===== src/hdl/pla_pkg.sv =====
`timescale 1ns / 1ps

package pla_pkg;

	localparam int CHANNELS  = 8;
	localparam int CH_W      = 3;
	localparam int MAX_BATCH = 4096;
	localparam int CNT_W     = $clog2(MAX_BATCH + 1);
	localparam int DATA_W    = 32;
	localparam int GAIN_W    = 24;
	localparam int SUM_W     = DATA_W + $clog2(MAX_BATCH);
	localparam int REM_W     = CNT_W + 1;
	localparam int STEP_W    = $clog2(SUM_W);
	localparam int IDX_W     = 3;

	localparam int IN_BITS  = CH_W + 2 * DATA_W;
	localparam int IN_W     = ((IN_BITS + 7) / 8) * 8;
	localparam int OUT_BITS = CH_W + 3 * DATA_W;
	localparam int OUT_W    = ((OUT_BITS + 7) / 8) * 8;

	localparam logic [IDX_W-1:0] REG_GAIN_P      = 3'd0;
	localparam logic [IDX_W-1:0] REG_GAIN_I      = 3'd1;
	localparam logic [IDX_W-1:0] REG_GAIN_D      = 3'd2;
	localparam logic [IDX_W-1:0] REG_ALPHA_LIMIT = 3'd3;
	localparam logic [IDX_W-1:0] REG_START_ALPHA = 3'd4;

	localparam logic [DATA_W-1:0] LIMIT_RESET = 32'd65536;

	typedef enum logic [2:0] {
		ST_IDLE,
		ST_LOAD,
		ST_DIV,
		ST_FIX,
		ST_MUL,
		ST_INTEG,
		ST_ALPHA
	} pla_state_t;

	typedef struct packed {
		logic accum;
		logic load;
		logic step;
		logic fix;
		logic mul;
		logic integ;
		logic commit;
	} pla_cmd_t;

	typedef struct packed {
		logic ch_ok;
		logic out_free;
	} pla_stat_t;

endpackage


===== src/hdl/pla_ctrl.sv =====
`timescale 1ns / 1ps

module pla_ctrl (
	input  logic               clk,
	input  logic               arst_n,
	input  logic               s_tvalid,
	input  logic               s_tlast,
	input  pla_pkg::pla_stat_t stat,
	output logic               s_tready,
	output pla_pkg::pla_cmd_t  cmd
);
	import pla_pkg::*;

	pla_state_t        state_q;
	pla_state_t        state_d;
	logic [STEP_W-1:0] step_q;

	always_ff @(posedge clk or negedge arst_n) begin
		if (!arst_n) begin
			state_q <= ST_IDLE;
			step_q  <= '0;
		end else begin
			state_q <= state_d;
			if (state_q == ST_LOAD) begin
				step_q <= '0;
			end else if (state_q == ST_DIV) begin
				step_q <= step_q + 1'b1;
			end
		end
	end

	always_comb begin
		state_d  = state_q;
		s_tready = 1'b0;
		cmd      = '0;
		unique case (state_q)
			ST_IDLE: begin
				s_tready = 1'b1;
				if (s_tvalid && stat.ch_ok) begin
					cmd.accum = 1'b1;
					if (s_tlast) begin
						state_d = ST_LOAD;
					end
				end
			end
			ST_LOAD: begin
				cmd.load = 1'b1;
				state_d  = ST_DIV;
			end
			ST_DIV: begin
				cmd.step = 1'b1;
				if (step_q == STEP_W'(SUM_W - 1)) begin
					state_d = ST_FIX;
				end
			end
			ST_FIX: begin
				cmd.fix = 1'b1;
				state_d = ST_MUL;
			end
			ST_MUL: begin
				cmd.mul = 1'b1;
				state_d = ST_INTEG;
			end
			ST_INTEG: begin
				cmd.integ = 1'b1;
				state_d   = ST_ALPHA;
			end
			ST_ALPHA: begin
				if (stat.out_free) begin
					cmd.commit = 1'b1;
					state_d    = ST_IDLE;
				end
			end
			default: begin
				state_d = ST_IDLE;
			end
		endcase
	end

endmodule


===== config.mk =====
export PLATFORM = sky130hd
export DESIGN_NAME = pla_ctrl
export DESIGN_NICKNAME = d
export VERILOG_FILES = /design/src/hdl/pla_pkg.sv /design/src/hdl/pla_ctrl.sv
export SDC_FILE = /design/constraint.sdc
export NUM_CORES = 1
export LEC_CHECK = 0
export ABC_AREA = 1
export BUFFER_PORTS_ARGS = -buffer_cell sky130_fd_sc_hd__buf_2
export CORE_MARGIN = 2
export CORE_UTILIZATION = 30
export CTS_CLUSTER_SIZE = 20
export DETAILED_ROUTE_END_ITERATION = 10
export GPL_ROUTABILITY_DRIVEN = 0
export PLACE_DENSITY_LB_ADDON = 0.12
export SETUP_SLACK_MARGIN = 0.1
export SYNTH_ARGS = -nofsm -noshare
export SYNTH_HDL_FRONTEND = slang
export SYNTH_SLANG_ARGS = --single-unit

===== constraint.sdc =====
create_clock -name clk -period 3.43 [get_ports clk]
set_clock_uncertainty 0.2 [all_clocks]
set_input_delay 0.343 -clock clk [delete_from_list [all_inputs] [get_ports clk]]
set_output_delay 0.343 -clock clk [all_outputs]
set_load 0.01 [all_outputs]

# Word-level counts from Yosys, hierarchy flattened
# Index checks and enable logic that the tools add are counted.
op_classes:
  bitwise: 0
  order_cmp: 0
  n_mux: 17
  eq_ne: 11
  n_mul: 0
  reduce_logical: 4
  div_mod_pow: 0
  n_shift: 0
  n_addsub: 1
op_table:
  columns: ["cell", "count"]
  rows:
  - ["$pmux W3 S7", 1]
  - ["$mux W3", 4]
  - ["$mux W6", 2]
  - ["$mux W1", 10]
  - ["$eq A3 B3 Y1 const B", 3]
  - ["$add A6 B1 Y6 const B", 1]
  - ["$eq A3 B2 Y1 const B", 2]
  - ["$eq A6 B6 Y1 const B", 1]
  - ["$ne A2 B2 Y1 const B", 3]
  - ["$reduce_and A4 Y1", 1]
  - ["$eq A3 B1 Y1 const B", 1]
  - ["$logic_not A3 Y1", 1]
  - ["$ne A2 B1 Y1 const B", 1]
  - ["$reduce_bool A2 Y1", 1]
  - ["$logic_and A1 B1 Y1", 1]
totals:
  rom_bits: 0
  inputBits: 6
  wordCells: 35
  ram_bits: 0
  output_inout_bits: 8
  ff_bits: 9
  latch_bits: 0
  memories: 0

# Depth between registers and ports, before layout
# Gate-level depths: netlist (run 1).
depth:
  ltp_word: 3
  depth_mapped: 7
  depth_no_buf: 7

# Worst setup path before layout (run 1)
# Ideal clock, no wire load.
synth_timing:
  path_kind: "register to output"
  start: "register state_q[1]"
  end: "output cmd[5] (netlist bit)"
  required_time_ps: 2887
  stages_incl_launch_ff: 5
  path_buffers: 1
  arrival_time_ps: 848
  path_slack_ps: 2039
  cell_sequence: "dfrtp_1 -> buf_4 -> nor2_1 -> nand2_2 -> inv_1"
synth_lines:
  columns: ["item", "line", "source"]
  rows:
  - ["start, declared", "pla_ctrl.sv:14", "pla_state_t state_q;"]
  - ["start signal, assigned", "pla_ctrl.sv:23", "state_q <= state_d;"]
  - ["end, declared", "pla_ctrl.sv:10", "output pla_pkg::pla_cmd_t cmd"]

==> reports/metrics.cfg, run 1 <==
[run_status]
status=completed

[cts]
cts.root.buffer_cell=clkbuf_4
numClockSinks=9
hold_buffers=1
cts_setup_buffers=0
htreeDepth=1
numCtsBuffers=3
cts_tree=done
clk_pin_slew_ps=70
worstSkewPairLatency_ps=260
cts.repair.resized=0
clockBufferDepth=2

[logic_synthesis]
ys_types=18
syn_inst=76
avgSynthCellArea_um2=7.26
synth_area_leaders=dfrtp_1, nor2_1, nand2_1
synthesis.area_um2=552
yosysTopAreaCellShare_pct=40.8
ys_warn_count=0
synth_fp_nets=83
synth_top_area_cell=dfrtp_1
ys_ff_latch=9
yosysSeqAreaShare_pct=40.8

[timing]
fin_crit_ps=1810
slew_headroom_pct=81.0
fmax_ghz=0.554
rsz0062_at_grt=no
tightest_slew_ps=284
hold_viol=0
setup_viol=0
min_period_over_period_pct=52.6
timing.setup.tns_ps=0
slew_viol_final=0

[setup_path]
arrival_ps=1260
crit_required_ps=2890
cp_slowest_stage_delay_ps=510
critPathKind=register to output port
rr_endpoint=state_q[0]
path_max_fanout=8
rr_startpoint=state_q[1]
crit_slowest_cell=dfrtp_1
startpoint=state_q[1]
rrSetupSlack_ps=2050
cp_cell_sequence=inv_2 > nor3_1 > buf_2
crit_path_end=cmd[3]
endpoint_kind=output port
start_kind=register
reg2regPathDepth=5

[power]
p_int_w=0.000291
power_frac_seq_pct=35.1
leakage_nw=0.366
p_comb_share_pct=49.8
power_switching_w=0.000259
p_per_area_mw_per_mm2=813
power_frac_clock_pct=15.1
irDropWorstVdd_mv=0.393
switching_share_pct=47.1

[layout]
final_cell_mix=nor2_1, buf_2, nand2_1, dfrtp_1, inv_1
area_growth_pct=22.7
nets=101
layout-drive-gt1-share_pct=29.0
multi_input_area_um2=278
final_area_um2=677
fin_cells=118
diodes=0
fill_cells=189
layout.area.seq_um2=225

[drt]
via_count=504
wl_per_cell_um=9.73
final_antenna_net_count=0
drt_pass1_iterations=2
drtIter0Drc=6
drc=0
drt-total-wl_mm=1.15
via_per_inst=4.27

[global_route]
grt_pass1_vias=443
grt_pass1_wl_mm=2.00
grt_max_degree=10
overflow=0
grtUsageTotal_pct=13.1
antenna_found_initial=0

[placed_design]
portBuffers=13
post-place-cells=113
place_area_um2=641
dp_hpwl_um=875

[job]
timing.max_cap.violations=0

[hold_path]
hold_path.class=input port to register
holdCritStartpoint=stat[0]
holdPathStages=2

[floorplanning]
ios=14
initial_utilization_pct=32.0
die_x_um=46.9
core-area_mm2=0.00173
dieArea_mm2=0.00220
rows=15
die_h_um=46.9

==> power by group through the flow <==
| stage | combinational (W) | sequential [W] | clock [W] |
|---|---|---|---|
| after CTS | 0.000277 | 0.000193 | 0.0000870 |
| after global routing | 0.000320 | 0.000200 | 0.0000916 |
| final | 0.000274 | 0.000193 | 0.0000833 |
| after global placement | 0.000280 | 0.000194 | 0 |
| after detailed placement | 0.000275 | 0.000194 | 0 |
| after floorplan | 0.000228 | 0.000173 | 0 |
==> metal layers <==
metal / GRT usage [%] / up-vias / share of wire [%]
met3: 5.77 / 2 / 4.4
li1: - / 275 / -
met4: 3.33 / 0 / 0.70
met5: 0 / - / 0
met2: 18.9 / 9 / 44
met1: 17.9 / 218 / 51
==> worst max-delay path: cells and delay by family, from the launching register on <==
family | cells | cell delay, ps
flip-flops | 1 | 510
buffers and inverters | 2 | 250
AND/OR/NAND/NOR | 1 | 240
==> cell type report <==
cell class              instances  area share (%)
clock buffers                   4            3.88
inverters                      11            6.10
multi-input cells              55            41.0
flip-flops and latches          9            33.3
well taps                      25            4.62
repair buffers                 14            11.1
==> synthesized netlist by cell type <==
master / number
nor2_2: 2
inv_2: 3
inv_1: 8
nand4_1: 1
dfrtp_1: 9
nand2_1: 11
a21oi_1: 4
nand3_1: 7
o22ai_1: 1
nand2_2: 4
xnor2_1: 1
nor2_4: 1
nor3_1: 4
ha_1: 1
o21ai_0: 4
nor2_1: 13
buf_4: 1
nand3_2: 1
==> sequential cells by signal, summed over array words and instances, names as in the netlist <==
name     count
state_q      3
step_q       6
==> per-stage QoR <==
step / util, % / hold slack [ps] / power, W / setup WS, ps
floorplan: - / -153 / 0.000401 / 2040
global placement: 37.1 / 15.5 / 0.000474 / 1930
detailed placement: 37.1 / 13.3 / 0.000469 / 1920
CTS: 39.2 / 105 / 0.000557 / 1630
global route: 39.2 / 117 / 0.000611 / 1500
finish: 39.2 / 110 / 0.000550 / 1620
==> worst min-delay path by stage <==
stage / end
after floorplan: state_q[0]
after global placement: step_q[4]
after detailed placement: step_q[4]
after CTS: state_q[2]
after global routing: state_q[2]
final: state_q[2]
==> cells by family (layout without fill, tap and decap cells) <==
| kind of cell | Yosys count | after routing | synth area share (%) |
|---|---|---|---|
| compound gates | 9 | 9 | 8.39 |
| xor+xnor | 1 | 1 | 1.59 |
| fa+ha+maj | 1 | 1 | 2.27 |
| buf+inv | 12 | 29 | 8.84 |
| flops | 9 | 9 | 40.8 |
| simple gates | 44 | 44 | 38.1 |
Note: power is estimated with default switching activity, not from simulation.
==> run 2, diff against run 1 <==
ABC_AREA = 0   (was 1)
clock period = 1.5 ns   (was 3.43 ns; I/O delays follow)
==> run 2 against run 1 <==
Net effect:
- die area is 7.3% lower
- critical path type unchanged
- via count increased by 5.6%
- largest cell class unchanged
- worst setup slack lost 1800 ps
- utilization rose by 18 points
- wire length rose by 31%
- the run now ends with negative setup slack left
- hold slack worse by 64 ps
- clock power increased by 130%
- highest routed layer unchanged
==> reports/metrics.cfg, run 2 <==
[run_status]
status=finished with violations
violations=negative setup slack

[hold_path]
hold_path.class=input port to register

[power]
power_frac_seq_pct=24.8  ; -10 points
switching_share_pct=37.9  ; -9.2 points
power_switching_w=0.000626  ; +140%
leakage_nw=0.452  ; +23%
irDropWorstVdd_mv=0.984  ; +150%
p_comb_share_pct=63.4  ; +14 points
p_per_area_mw_per_mm2=1860  ; +130%
p_int_w=0.00102  ; +250%
power_w=0.00165  ; +200%
power_frac_clock_pct=11.8  ; -3.3 points

[global_route]
grtUsageTotal_pct=17.0  ; +3.9 points
grt_pass1_wl_mm=2.37  ; +19%
overflow=0  ; unchanged
antenna_found_initial=0  ; unchanged
grt_max_degree=10  ; unchanged
grt_pass1_vias=541  ; +22%

[logic_synthesis]
synth_top_cells_by_count=dfrtp_1, nand2_1, nand3_1
synth_area_leaders=dfrtp_1, nand2_1, mux2i_1
yosysSeqAreaShare_pct=44.3  ; +3.5 points
avgSynthCellArea_um2=9.41  ; +30%
synth_most_common_cell=dfrtp_1
synth_top_area_cell=dfrtp_1
syn_inst=54  ; -29%
synthesis.area_um2=508  ; -7.9%
ys_ff_latch=9  ; unchanged
ys_warn_count=0  ; unchanged
ys.flop_type=dfrtp_1
synth-edff-count=0  ; unchanged
ys_async_sr_fraction_pct=100  ; unchanged
yosysTopAreaCellShare_pct=44.3  ; +3.5 points
synth_fp_nets=61  ; -27%
ys_types=29  ; +11

[cts]
cts_tree=done
clockBufferDepth=2  ; unchanged
worstSkewPairLatency_ps=260  ; about the same
htreeDepth=1  ; unchanged
numCtsBuffers=3  ; unchanged
clk_pin_slew_ps=60  ; about the same
numClockSinks=9  ; unchanged
cts.root.buffer_cell=clkbuf_4

[timing]
holdWs_ps=46.4  ; -64.1 ps
fin_ws_ps=-197  ; -1820 ps
rsz0062_at_grt=yes
slew_viol_final=0  ; unchanged
tightest_slew_ps=356  ; +72.2 ps
slew_headroom_pct=75.9  ; -5.1 points
fmax_ghz=0.589
min_period_over_period_pct=113
fin_crit_ps=1700
setup_viol=13  ; +13
hold_viol=0  ; unchanged

[drt]
via_per_inst=5.07  ; +19%
wl_per_cell_um=14.4  ; +48%
drc=0  ; unchanged
final_antenna_net_count=0  ; unchanged
drt-total-wl_mm=1.51  ; +31%
via_count=532  ; +5.6%
drt_pass1_iterations=3  ; +1
drtIter0Drc=6  ; unchanged

[setup_path]
critPathKind=register to output port
endpoint_kind=output port
arrival_ps=1350  ; +90 ps
path_max_fanout=4  ; -4
crit_required_ps=1150  ; -1740 ps
start_kind=register

[layout]
largest_reg_flops=6  ; unchanged
diodes=0  ; unchanged
final_area_um2=886  ; +31%
nets=97  ; -4.0%
fin_cells=105  ; -11%
layout-drive-gt1-share_pct=56.2  ; +27 points
fin_util_pct=57.5  ; +18 points
layout_commonest_cell=buf_6
top_register=step_q
final_cell_mix=buf_6, buf_2, buf_4, dfrtp_1, nand2_1
area_growth_pct=74.4
largestRegisters=step_q: 6 flops, state_q: 3 flops
fill_cells=151  ; -20%

[floorplanning]
rows=14  ; -1
die_h_um=45.2  ; -3.7%
dieArea_mm2=0.00204  ; -7.3%
core-area_mm2=0.00154  ; -11%
initial_utilization_pct=33.0  ; +1.0 points
ios=14  ; unchanged
die_x_um=45.2  ; -3.7%

[job]
timing.max_cap.violations=0  ; unchanged

[placed_design]
post-place-cells=86  ; -24%
portBuffers=13  ; unchanged
dp_hpwl_um=839  ; -4.1%
place_area_um2=621  ; -3.1%

## run 2: path summary, 6_finish.rpt
path / start / end / slack (ps) / depth (start not counted)
setup / recovery: state_q[2] / cmd[5] / -200 / 4
hold / removal: stat[0] / state_q[1] / 50 / 4
setup reg to reg: state_q[2] / step_q[5] / -190 / 4
hold reg to reg: step_q[4] / step_q[4] / 320 / 1
max in group asynchronous: arst_n / step_q[4] / 840 / 2
min in group asynchronous: arst_n / step_q[0] / 60 / 2
## run 2: metrics by stage
stage / setup TNS [ps] / worst slack [ps]
after floorplan: -576 / -151
after global placement: -121 / -38.1
after detailed placement: -164 / -48.2
after CTS: -1380 / -178
after global routing: -2200 / -252
final: -1360 / -197
## run 2: worst max-delay path, cell delays in order (launching register included)
cell,delay (ps)
dfrtp_1,400
buf_6,130
or3b_4,380
inv_2,80
buf_6,100
## run 2: logic make-up (layout without fill, tap and decap cells)
family	after synthesis	after routing	synth area share [%]
compound gates	9	9	11.8
fa+ha+maj	1	1	2.46
buf+inv	7	42	7.63
flops	9	9	44.3
mux	3	3	6.90
simple gates	25	25	26.9
## run 2: timing repair
action | 4_1_cts | 5_1_grt
gates resized for setup | 20 | 8
pin swaps | 5 | 3
hold endpoints to repair | 10 | 0
buffers inserted | 8 | 4
hold buffers | 4 | 0
setup endpoints to repair | 15 | 15
## run 2: routing by layer
layer / global-route usage (%) / share of wire, % / vias up
li1: - / - / 265
met4: 9.41 / 3.4 / 0
met3: 6.00 / 3.1 / 6
met5: 0 / 0 / -
met2: 28.0 / 51 / 12
met1: 18.9 / 42 / 249
## run 2: power by group through the flow
stage	clock [W]	sequential, W	combinational (W)
after floorplan	0	0.000389	0.000447
after global placement	0	0.000402	0.000618
after detailed placement	0	0.000402	0.000612
after CTS	0.000195	0.000406	0.000919
after global routing	0.000215	0.000423	0.00113
final	0.000194	0.000410	0.00105
## run 2: final cells by class
| type | instances | area [um2] | area share, % |
|---|---|---|---|
| multi-input cells | 38 | 304 | 34.3 |
| clock buffers | 4 | 26.3 | 2.97 |
| repair buffers | 35 | 297 | 33.5 |
| inverters | 3 | 13.8 | 1.55 |
| well taps | 16 | 20.0 | 2.26 |
| flip-flops and latches | 9 | 225 | 25.4 |
==> run 3, diff against run 2 <==
CTS_BUF_LIST = sky130_fd_sc_hd__clkbuf_16   (was unset)
==> run 3 against run 2 <==
Net effect:
- the run still ends with negative setup slack left
- sequential share of layout area grew 2.1 points
- cell area shrank 7.6%
- combinational power shrank 19%
- total power grew 4.4%
- clock power grew 140%
- non-clock buffer count shrank 9
- global-route usage shrank 2.8 points
- highest routed layer unchanged
- critical path type unchanged
- count of clock-buffer cells in the layout shrank 1
- worst setup slack gained 41 ps
- final cell count shrank 8.6%
- critical endpoint unchanged
- wire length shrank 19%
==> reports/metrics.cfg, run 3 (synthesis results as in run 2) <==
[setup_path]
cp_slowest_stage_delay_ps=390  ; about the same
rr_startpoint=state_q[2]
cp_cell_sequence=buf_6 > or3b_4 > inv_2 > buf_6
cpMostUsedCell=buf_6
arrival_ps=1310  ; -40 ps
rr_endpoint=step_q[5]
critPathKind=register to output port
path_max_fanout=4  ; unchanged
crit_slowest_cell=dfrtp_1
reg2regPathDepth=5  ; +1
endpoint_kind=output port
crit_required_ps=1150  ; about the same
rrSetupSlack_ps=-100  ; +90 ps
start_kind=register

[timing]
setup_viol=10  ; -3
fin_ws_ps=-155  ; +41.2 ps
timing.setup.tns_ps=-846  ; +517 ps
fmax_ghz=0.604  ; +2.5%
hold_viol=0  ; unchanged
min_period_over_period_pct=110  ; -2.7 points
rsz0062_at_grt=yes
slew_viol_final=0  ; unchanged
slew_headroom_pct=78.1  ; +2.2 points
fin_crit_ps=1660  ; -41.2 ps
tightest_slew_ps=324  ; -32.6 ps

[hold_path]
min_to=state_q[0]
holdPathStages=3  ; -1
hold_path.class=input port to register
holdCritStartpoint=s_tlast

[power]
p_per_area_mw_per_mm2=2100  ; +13%
power_w=0.00172  ; +4.4%
leakage_nw=0.420  ; -7.1%
irDropWorstVdd_mv=0.965  ; -1.9%

[floorplanning]
core-area_mm2=0.00154  ; unchanged
rows=14  ; unchanged
die_h_um=45.2  ; unchanged
ios=14  ; unchanged
dieArea_mm2=0.00204  ; unchanged
initial_utilization_pct=33.0  ; unchanged
die_x_um=45.2  ; unchanged

[global_route]
antenna_found_initial=0  ; unchanged
overflow=0  ; unchanged
grtUsageTotal_pct=14.1  ; -2.8 points
grt_pass1_vias=439  ; -19%
grt_pass1_wl_mm=1.95  ; -18%
grt_max_degree=10  ; unchanged

[drt]
drtIter0Drc=5  ; -1
via_per_inst=4.82  ; -4.8%
via_count=463  ; -13%
drt-total-wl_mm=1.22  ; -19%
drc=0  ; unchanged
wl_per_cell_um=12.7  ; -12%
drt_pass1_iterations=2  ; -1
final_antenna_net_count=0  ; unchanged

[run_status]
status=finished with violations
violations=negative setup slack

[layout]
layout_commonest_cell=buf_2
top_register=step_q
largestRegisters=step_q: 6 flops, state_q: 3 flops
layout-drive-gt1-share_pct=48.8  ; -7.4 points
nets=88  ; -9.3%
diodes=0  ; unchanged
area_growth_pct=61.1
final_cell_mix=buf_2, dfrtp_1, buf_6, nand2_1, buf_4
largest_reg_flops=6  ; unchanged

[placed_design]
portBuffers=13  ; unchanged
dp_hpwl_um=839  ; unchanged

[cts]
worstSkewPairLatency_ps=230  ; -30 ps
numClockSinks=9  ; unchanged
clockBufferDepth=2  ; unchanged
clk_pin_slew_ps=40  ; -20 ps
numCtsBuffers=3  ; unchanged
htreeDepth=1  ; unchanged
cts_tree=done
cts.root.buffer_cell=clkbuf_16

[job]
timing.max_cap.violations=0  ; unchanged

## run 3: worst max-delay path: cells and delay by family, from the launching register on
kind | cells | cell delay, ps
flip-flops | 1 | 390
AND/OR/NAND/NOR | 1 | 380
buffers and inverters | 3 | 300
## run 3: layout make-up
class                      count  area [um2]
sequential                     9         225
tap                           16        20.0
clock inverter                 1        3.75
fill                         146         723
clock buffer                   3        75.1
timing repair buffer          26         203
multi-input combinational     38         278
inverter                       3        13.8
## run 3: layer usage
metal / wire length, um / track usage [%] / up-vias / part of all wire [%]
met1: 598 / 18.3 / 208 / 49
met3: 51 / 7.20 / 2 / 4.2
met4: 14 / 5.29 / 0 / 1.1
li1: - / - / 247 / -
met5: 0 / 0 / - / 0
met2: 555 / 20.0 / 6 / 46
## run 3: what timing repair did
item / in CTS / in global routing
pin swaps: 3 / 1
gates cloned: 0 / 0
setup endpoints to repair: 15 / 15
endpoints found under the hold margin: 9 / 0
buffers inserted: 5 / 0
hold buffers: 1 / 0
gates resized for setup: 11 / 5
## run 3: worst max-delay path by stage
stage / cells past startpoint / endpoint / start / slack (ps)
floorplan: 5 / step_q[2] / state_q[0] / -150
global placement: 4 / step_q[4] / state_q[0] / -40
detailed placement: 4 / step_q[4] / state_q[0] / -50
CTS: 4 / cmd[5] / state_q[2] / -150
global route: 4 / cmd[5] / state_q[2] / -200
finish: 4 / cmd[5] / state_q[2] / -160
## run 3: through the flow
| step | utilization [%] | setup slack [ps] | hold slack, ps | std cells | instance area, um2 |
|---|---|---|---|---|---|
| floorplan | - | -151 | -346 | 54 | 527 |
| global placement | 40.3 | -38.1 | -181 | 86 | 621 |
| detailed placement | 40.3 | -48.2 | -179 | 86 | 621 |
| CTS | 51.7 | -147 | 21.1 | 96 | 797 |
| global route | 53.1 | -199 | 26.3 | 96 | 818 |
| finish | 53.1 | -155 | 22.2 | 96 | 818 |
## run 3: power breakdown
part	switching, W	internal (W)	total [W]	leakage, nW
Combinational	0.000373	0.000476	0.000849	0.259
Sequential	0.0000893	0.000322	0.000412	0.119
Clock	0.000113	0.000348	0.000461	0.0423
Total	0.000576	0.00115	0.00172	0.420
